==> src/csp_variable_selector_defines.svh <==
// ----------------------------------------------------------------------------
// Assertion macros for the variable selector
// Shared property shapes, clocked on the rising edge, off during reset.
// ----------------------------------------------------------------------------
`ifndef CSP_VARIABLE_SELECTOR_DEFINES_SVH
`define CSP_VARIABLE_SELECTOR_DEFINES_SVH

// Same-cycle implication: cond holds whenever trig holds.
`define CSV_ASSERT_NOW(label, clk, rst, trig, cond) \
  label: assert property (@(posedge clk) disable iff (rst) (trig) |-> (cond)) \
    else $error("csp_variable_selector: same-cycle check failed");

// Next-cycle implication: cond holds in the cycle after trig.
`define CSV_ASSERT_NEXT(label, clk, rst, trig, cond) \
  label: assert property (@(posedge clk) disable iff (rst) (trig) |=> (cond)) \
    else $error("csp_variable_selector: next-cycle check failed");

`endif

==> src/csp_vsel_pkg.sv <==
// ----------------------------------------------------------------------------
// csp_vsel_pkg
// Beat types, ordering modes, result codes and value limits of the selector.
// ----------------------------------------------------------------------------
package csp_vsel_pkg;

  // Value limits
  localparam logic [10:0] MAX_DOMAIN    = 11'd1024;
  localparam logic [2:0]  DEG_TOP       = 3'd4;
  localparam logic [10:0] SIZE_SENTINEL = 11'h7FF;

  // Ordering modes held in the mode register
  typedef enum logic [1:0] {
    MODE_MRV_DEG = 2'd0,
    MODE_MRV     = 2'd1,
    MODE_FIRST   = 2'd2,
    MODE_DEGREE  = 2'd3
  } mode_e_t;

  // Result codes
  typedef enum logic [1:0] {
    ST_CHOSEN       = 2'd0,
    ST_FAILURE      = 2'd1,
    ST_COMPLETE     = 2'd2,
    ST_NO_CANDIDATE = 2'd3
  } status_t;

  // One input beat: a grid cell
  typedef struct packed {
    logic [3:0]  cell_x;
    logic [3:0]  cell_y;
    logic        cell_assigned;
    logic [10:0] cell_domain_size;
    logic [2:0]  cell_degree;
    logic        last_cell;
  } cell_beat_t;

  // One output beat: the selection
  typedef struct packed {
    logic [3:0]  sel_x;
    logic [3:0]  sel_y;
    logic [10:0] sel_domain_size;
    logic [2:0]  sel_degree;
    status_t     status;
  } sel_beat_t;

endpackage

==> src/csp_variable_selector.sv <==
// ----------------------------------------------------------------------------
// csp_variable_selector: picks the next grid cell to branch on
// Result beat: registered, valid in the cycle after the accepted last cell.
// Throughput: 1 cell per cycle; input stalls only while a result beat waits.
// Reset: synchronous; clears scan state, mode to 0, no result pending.
// ----------------------------------------------------------------------------
`include "csp_variable_selector_defines.svh"

module csp_variable_selector (
  input  logic                    clk,
  input  logic                    rst,
  input  logic                    cfg_wr_en,
  input  logic [1:0]              cfg_wr_data,
  input  logic                    in_valid,
  output logic                    in_ready,
  input  csp_vsel_pkg::cell_beat_t in_data,
  output logic                    out_valid,
  input  logic                    out_ready,
  output csp_vsel_pkg::sel_beat_t  out_data
);

  // Mode register
  csp_vsel_pkg::mode_e_t mode;

  // Scan state
  logic [3:0]  best_x;
  logic [3:0]  best_y;
  logic [10:0] best_size;
  logic [2:0]  best_degree;
  logic        seen_unassigned;
  logic        decided_flag;
  logic        failure_flag;

  logic [3:0]  best_x_next;
  logic [3:0]  best_y_next;
  logic [10:0] best_size_next;
  logic [2:0]  best_degree_next;
  logic        seen_unassigned_next;
  logic        decided_flag_next;
  logic        failure_flag_next;

  logic        in_fire;
  logic        active;
  logic        take;
  logic [10:0] size_clamped;
  logic [2:0]  degree_clamped;
  csp_vsel_pkg::sel_beat_t result;

  assign in_ready = !out_valid || out_ready;
  assign in_fire  = in_valid && in_ready;

  // Clamp out-of-range size and degree before any compare
  assign size_clamped   = (in_data.cell_domain_size > csp_vsel_pkg::MAX_DOMAIN) ?
                          csp_vsel_pkg::MAX_DOMAIN : in_data.cell_domain_size;
  assign degree_clamped = (in_data.cell_degree > csp_vsel_pkg::DEG_TOP) ?
                          csp_vsel_pkg::DEG_TOP : in_data.cell_degree;

  // Only unassigned cells count, and only until failure or a first-cell pick
  assign active = !failure_flag && !decided_flag && !in_data.cell_assigned;

  // Decide whether this cell replaces the current best
  always_comb begin
    take = 1'b0;
    unique case (mode)
      csp_vsel_pkg::MODE_MRV_DEG: begin
        take = !seen_unassigned || (size_clamped < best_size) ||
               ((size_clamped == best_size) && (degree_clamped > best_degree));
      end
      csp_vsel_pkg::MODE_MRV: begin
        take = !seen_unassigned || (size_clamped < best_size);
      end
      csp_vsel_pkg::MODE_FIRST: begin
        take = 1'b1;
      end
      csp_vsel_pkg::MODE_DEGREE: begin
        take = degree_clamped > best_degree;
      end
      default: begin
        take = 1'b0;
      end
    endcase
  end

  // Next scan state for this cell
  always_comb begin
    best_x_next          = best_x;
    best_y_next          = best_y;
    best_size_next       = best_size;
    best_degree_next     = best_degree;
    seen_unassigned_next = seen_unassigned;
    decided_flag_next    = decided_flag;
    failure_flag_next    = failure_flag;
    if (active) begin
      seen_unassigned_next = 1'b1;
      if (in_data.cell_domain_size == 11'd0) begin
        failure_flag_next = 1'b1;
        best_x_next       = in_data.cell_x;
        best_y_next       = in_data.cell_y;
      end else begin
        if (take) begin
          best_x_next      = in_data.cell_x;
          best_y_next      = in_data.cell_y;
          best_size_next   = size_clamped;
          best_degree_next = degree_clamped;
        end
        if (mode == csp_vsel_pkg::MODE_FIRST) begin
          decided_flag_next = 1'b1;
        end
      end
    end
  end

  // Build the result from the updated scan state
  always_comb begin
    result.sel_x           = 4'd0;
    result.sel_y           = 4'd0;
    result.sel_domain_size = 11'd0;
    result.sel_degree      = 3'd0;
    result.status          = csp_vsel_pkg::ST_CHOSEN;
    if (failure_flag_next) begin
      result.sel_x  = best_x_next;
      result.sel_y  = best_y_next;
      result.status = csp_vsel_pkg::ST_FAILURE;
    end else if (!seen_unassigned_next) begin
      result.status = csp_vsel_pkg::ST_COMPLETE;
    end else if ((mode == csp_vsel_pkg::MODE_DEGREE) && (best_degree_next == 3'd0)) begin
      result.status = csp_vsel_pkg::ST_NO_CANDIDATE;
    end else begin
      result.sel_x           = best_x_next;
      result.sel_y           = best_y_next;
      result.sel_domain_size = best_size_next;
      result.sel_degree      = best_degree_next;
    end
  end

  // Hold the mode register
  always_ff @(posedge clk) begin
    if (rst) begin
      mode <= csp_vsel_pkg::MODE_MRV_DEG;
    end else if (cfg_wr_en) begin
      mode <= csp_vsel_pkg::mode_e_t'(cfg_wr_data);
    end
  end

  // Advance scan state; drop back to the start values after the last cell
  always_ff @(posedge clk) begin
    if (rst || (in_fire && in_data.last_cell)) begin
      best_x          <= 4'd0;
      best_y          <= 4'd0;
      best_size       <= csp_vsel_pkg::SIZE_SENTINEL;
      best_degree     <= 3'd0;
      seen_unassigned <= 1'b0;
      decided_flag    <= 1'b0;
      failure_flag    <= 1'b0;
    end else if (in_fire) begin
      best_x          <= best_x_next;
      best_y          <= best_y_next;
      best_size       <= best_size_next;
      best_degree     <= best_degree_next;
      seen_unassigned <= seen_unassigned_next;
      decided_flag    <= decided_flag_next;
      failure_flag    <= failure_flag_next;
    end
  end

  // Result beat register
  always_ff @(posedge clk) begin
    if (rst) begin
      out_valid <= 1'b0;
    end else if (in_fire && in_data.last_cell) begin
      out_valid <= 1'b1;
    end else if (out_ready) begin
      out_valid <= 1'b0;
    end
  end

  always_ff @(posedge clk) begin
    if (in_fire && in_data.last_cell) begin
      out_data <= result;
    end
  end

  // Checks
  `CSV_ASSERT_NEXT(a_last_gives_result, clk, rst, in_fire && in_data.last_cell, out_valid)
  `CSV_ASSERT_NOW(a_zero_fields, clk, rst,
                  out_valid && (out_data.status != csp_vsel_pkg::ST_CHOSEN),
                  (out_data.sel_domain_size == 11'd0) && (out_data.sel_degree == 3'd0))
  `CSV_ASSERT_NOW(a_failure_seen, clk, rst, failure_flag, seen_unassigned && !decided_flag)
  `CSV_ASSERT_NOW(a_decided_seen, clk, rst, decided_flag, seen_unassigned)

endmodule

==> config.mk <==
export PLATFORM = sky130hd
export DESIGN_NAME = csp_variable_selector
export DESIGN_NICKNAME = d
export VERILOG_FILES = /design/src/csp_vsel_pkg.sv /design/src/csp_variable_selector.sv
export VERILOG_INCLUDE_DIRS = /design/src /design/src/src
export SDC_FILE = /design/constraint.sdc
export NUM_CORES = 1
export LEC_CHECK = 0
export ABC_AREA = 1
export BUFFER_PORTS_ARGS = -buffer_cell sky130_fd_sc_hd__buf_2
export CORE_MARGIN = 2
export CORE_UTILIZATION = 57
export CTS_CLUSTER_DIAMETER = 100
export DETAILED_ROUTE_END_ITERATION = 8
export PLACE_DENSITY = 0.83
export SLEW_MARGIN = 20
export SYNTH_ARGS = -nofsm -noshare
export SYNTH_HDL_FRONTEND = slang
export SYNTH_SLANG_ARGS = --single-unit
==> constraint.sdc <==
create_clock -name clk -period 4 [get_ports clk]
set_input_delay 0.4 -clock clk [delete_from_list [all_inputs] [get_ports clk]]
set_output_delay 0.4 -clock clk [all_outputs]
set_load 0.05 [all_outputs]
==> results.json <==
{
  "slew_viol_final": 0,
  "synth_compound_area_frac": 0.158,
  "avgSynthCellArea_um2": 8.07,
  "yosysSeqAreaShare": 0.461,
  "r2r_end": "out_data[21]$_DFFE_PP_",
  "r2r-start": "best_size[10]$_SDFFE_PP1P_",
  "io_pins": 57,
  "clockBufferDepth": 2,
  "p_switching_uw": 366,
  "critical_path.top_delay_family": "simple AND/OR/NAND/NOR gates",
  "fin_skew_ns": 0.00811,
  "htreeDepth": 2,
  "fin_area_um2": 3230,
  "crit_type": "input pin to flop",
  "worstPathCellList": "buf_2, inv_2, nand4_1, nor3_2, nor2_1, nor2_1, ha_1, nand2_1, nor2_1, nand3_1, nor2_1, nor2_2, nand2_4, nand3_4, nand2_1, nand2_1, nor2_4, nand2_4, nand2_2, a21oi_1",
  "fin_crit_sh": 0.762,
  "hold_viol": 0,
  "timing.hold.ws_ns": 0.359,
  "swShare": 0.299,
  "grt_pass1_wl_um": 8700,
  "p_leak_uw": 0.00165,
  "clk_latency_ns": 0.30,
  "area_delta_synth_final_pct": 16.2,
  "critPathMostFrequentCell": "nor2_1",
  "hold_buffers": 0,
  "cts.clk_slew.worst_paths_ns": 0.09,
  "synth_simple_gate_area_share": 0.207,
  "worstMarginPinSlew_ns": 0.518,
  "design.die.area_um2": 5440,
  "crit_arrival_ns": 3.11,
  "clock-sinks": 52,
  "die_w_um": 73.8,
  "cts_root_buf": "clkbuf_8",
  "run_status": "complete, no violations",
  "synth_nets": 389,
  "critPathLaunchType": "input pin",
  "p_int_uw": 858,
  "hpwl_um": 4110,
  "drive_above_1_share": 0.249,
  "fmax_ghz": 0.328,
  "synth-seq-cells": 52,
  "ctsResizeCount": 0,
  "required_ns": 4.06,
  "ir_worst_vdd_mv": 0.174,
  "synthAdderAreaFrac": 0.0631,
  "setup_viol": 0,
  "rsz0062_at_grt": "false",
  "dp_worst_setup_slack_ns": 0.692,
  "drc": 0,
  "drt-vias-per-instance": 4.91,
  "cpMaxStageDelayCell": "nor2_1",
  "slowest_delay_ns": 0.41,
  "yosys.cell_types.count": 26,
  "synth_xor_area_frac": 0,
  "finalSetupTns_ns": 0,
  "syn_area_um2": 2780,
  "endpoint": "out_data[21]$_DFFE_PP_",
  "routabilityCongestion": 0.863,
  "fin_ws_ns": 0.953,
  "synthCells": 344,
  "grt_max_degree": 33,
  "p_per_area_nw_per_um2": 379,
  "die_y_um": 73.8,
  "vias": 2304,
  "final_common_cell": "inv_1",
  "rows": 25,
  "cts_tree": "yes",
  "antenna_cells": 0,
  "core_area_um2": 4720,
  "period_needed_ns": 3.05,
  "final_cell_mix": "inv_1 (60), buf_2 (56), nand2_1 (55)",
  "maxCapViolations": 0,
  "drtIter0Drc": 183,
  "antenna_found_initial": 0,
  "cp.buffers_inverters": 2,
  "power_frac_comb": 0.212,
  "nets": 446,
  "p_seq_frac": 0.497,
  "gr-total-overflow": 0,
  "post_cts_buffers": 0,
  "r2r_cells": 15,
  "cp.depth": 20,
  "dr.pass1.iters": 4,
  "synth_top_family_by_area": "simple AND/OR/NAND/NOR gates",
  "initial_core_util": 0.588,
  "place_area_um2": 3110,
  "avgRoutedWirePerCell_um": 11.4,
  "track_usage": 0.208,
  "holdCritPathClass": "input pin to flop",
  "crit_path_end_kind": "flop",
  "wl_um": 5360,
  "reg2reg_slack_ns": 1.48,
  "cp_max_fo": 24,
  "power_frac_clock": 0.291,
  "worstSetupStartpoint": "in_data[13]",
  "synth.area.mux_share": 0,
  "postRouteAntennaNets": 0,
  "yosysWarnings": 0,
  "port_buffers": 56,
  "cts_made_buffers": 5,
  "grt_pass1_vias": 1965,
  "relSlewSlack": 0.653
}
-- metal layers --
| layer | wire, µm | vias to the layer above | global-route usage | share of wire |
|---|---|---|---|---|
| met5 | 0 | - | 0 | 0 |
| met4 | 66 | 0 | 0.0667 | 0.012 |
| met3 | 268 | 4 | 0.0370 | 0.050 |
| met2 | 2490 | 71 | 0.330 | 0.46 |
| met1 | 2540 | 997 | 0.289 | 0.47 |
| li1 | - | 1232 | - | - |
-- kinds of logic after synthesis --
| kind of cell | Yosys count |
|---|---|
| AOI/OAI and AO/OA | 81 |
| adders and majority gates | 14 |
| buffers and inverters | 77 |
| DFF | 52 |
| and+or+nand+nor | 120 |
-- worst reg2reg max path, cell delays in order (launching register included) --
cell     delay [ns]
dfxtp_1        0.36
inv_1          0.05
ha_1           0.30
nand2_1        0.09
nor2_2         0.15
nand3_1        0.09
nor2_1         0.13
nor2_2         0.06
nand2_4        0.08
nand3_4        0.24
nand2_1        0.18
nand2_1        0.11
nor2_4         0.11
nand2_4        0.08
nand2_2        0.15
a21oi_1        0.09
-- cells in the mapped netlist --
cell,instances,area share
clkinv_1,2,0.0027
nor2_4,1,0.0041
o21ai_0,9,0.016
nor2_1,28,0.038
edfxtp_1,24,0.26
and2_1,1,0.0023
nand2_1,55,0.074
nand2_2,5,0.011
nor2_2,13,0.029
nand4_1,5,0.011
nor3_2,2,0.0072
inv_2,6,0.0081
nand3_1,6,0.011
dfxtp_1,28,0.20
clkbuf_1,5,0.0068
nand2_4,3,0.012
a21o_1,1,0.0027
o211ai_1,8,0.022
ha_1,14,0.063
a21oi_4,1,0.0059
buf_6,2,0.0081
o21ai_1,29,0.052
a21oi_1,33,0.059
inv_1,60,0.081
nand3_4,1,0.0063
buf_2,2,0.0036
-- metrics by stage --
step / total power, µW / utilization / std cells
2_1_floorplan: 817 / - / 344
3_3_place_gp: 870 / 0.659 / 461
3_5_place_dp: 878 / 0.659 / 461
4_1_cts: 1230 / 0.683 / 469
5_1_grt: 1280 / 0.683 / 469
6_report: 1220 / 0.683 / 469
-- layout make-up --
class	count	area [µm²]
multi-input cells	215	1190
repair buffers	59	303
well taps	67	83.8
flip-flops and latches	52	1280
clock inverters	3	42.5
fillers	394	1500
clock buffers	5	68.8
inverters	68	255
-- power by group through the flow --
stage | clock (µW) | sequential [µW] | combinational (µW)
final | 356 | 608 | 260
after global routing | 380 | 612 | 288
after CTS | 361 | 608 | 259
after detailed placement | 0 | 620 | 258
after global placement | 0 | 619 | 251
after floorplan | 0 | 670 | 147
-- flip-flops by register name, indices dropped and copies added (netlist names) --
register,count
seen_unassigned,1
failure_flag,1
best_size,11
out_data,24
mode,2
best_y,4
decided_flag,1
out_valid,1
best_degree,3
best_x,4
-- worst min-delay path by stage --
stage | from | slack [ns] | cells past startpoint | endpoint
6_report | rst | 0.36 | 4 | out_valid$_SDFFE_PP0P_
3_3_place_gp | decided_flag$_SDFFE_PP0P_ | 0.45 | 2 | decided_flag$_SDFFE_PP0P_
5_1_grt | cfg_wr_en | 0.37 | 3 | mode[1]$_SDFFE_PP0P_
4_1_cts | rst | 0.36 | 4 | out_valid$_SDFFE_PP0P_
3_5_place_dp | best_size[8]$_SDFFE_PP1P_ | 0.46 | 2 | best_size[8]$_SDFFE_PP1P_
2_1_floorplan | decided_flag$_SDFFE_PP0P_ | 0.44 | 2 | decided_flag$_SDFFE_PP0P_
(Power assumes the default switching activity.)
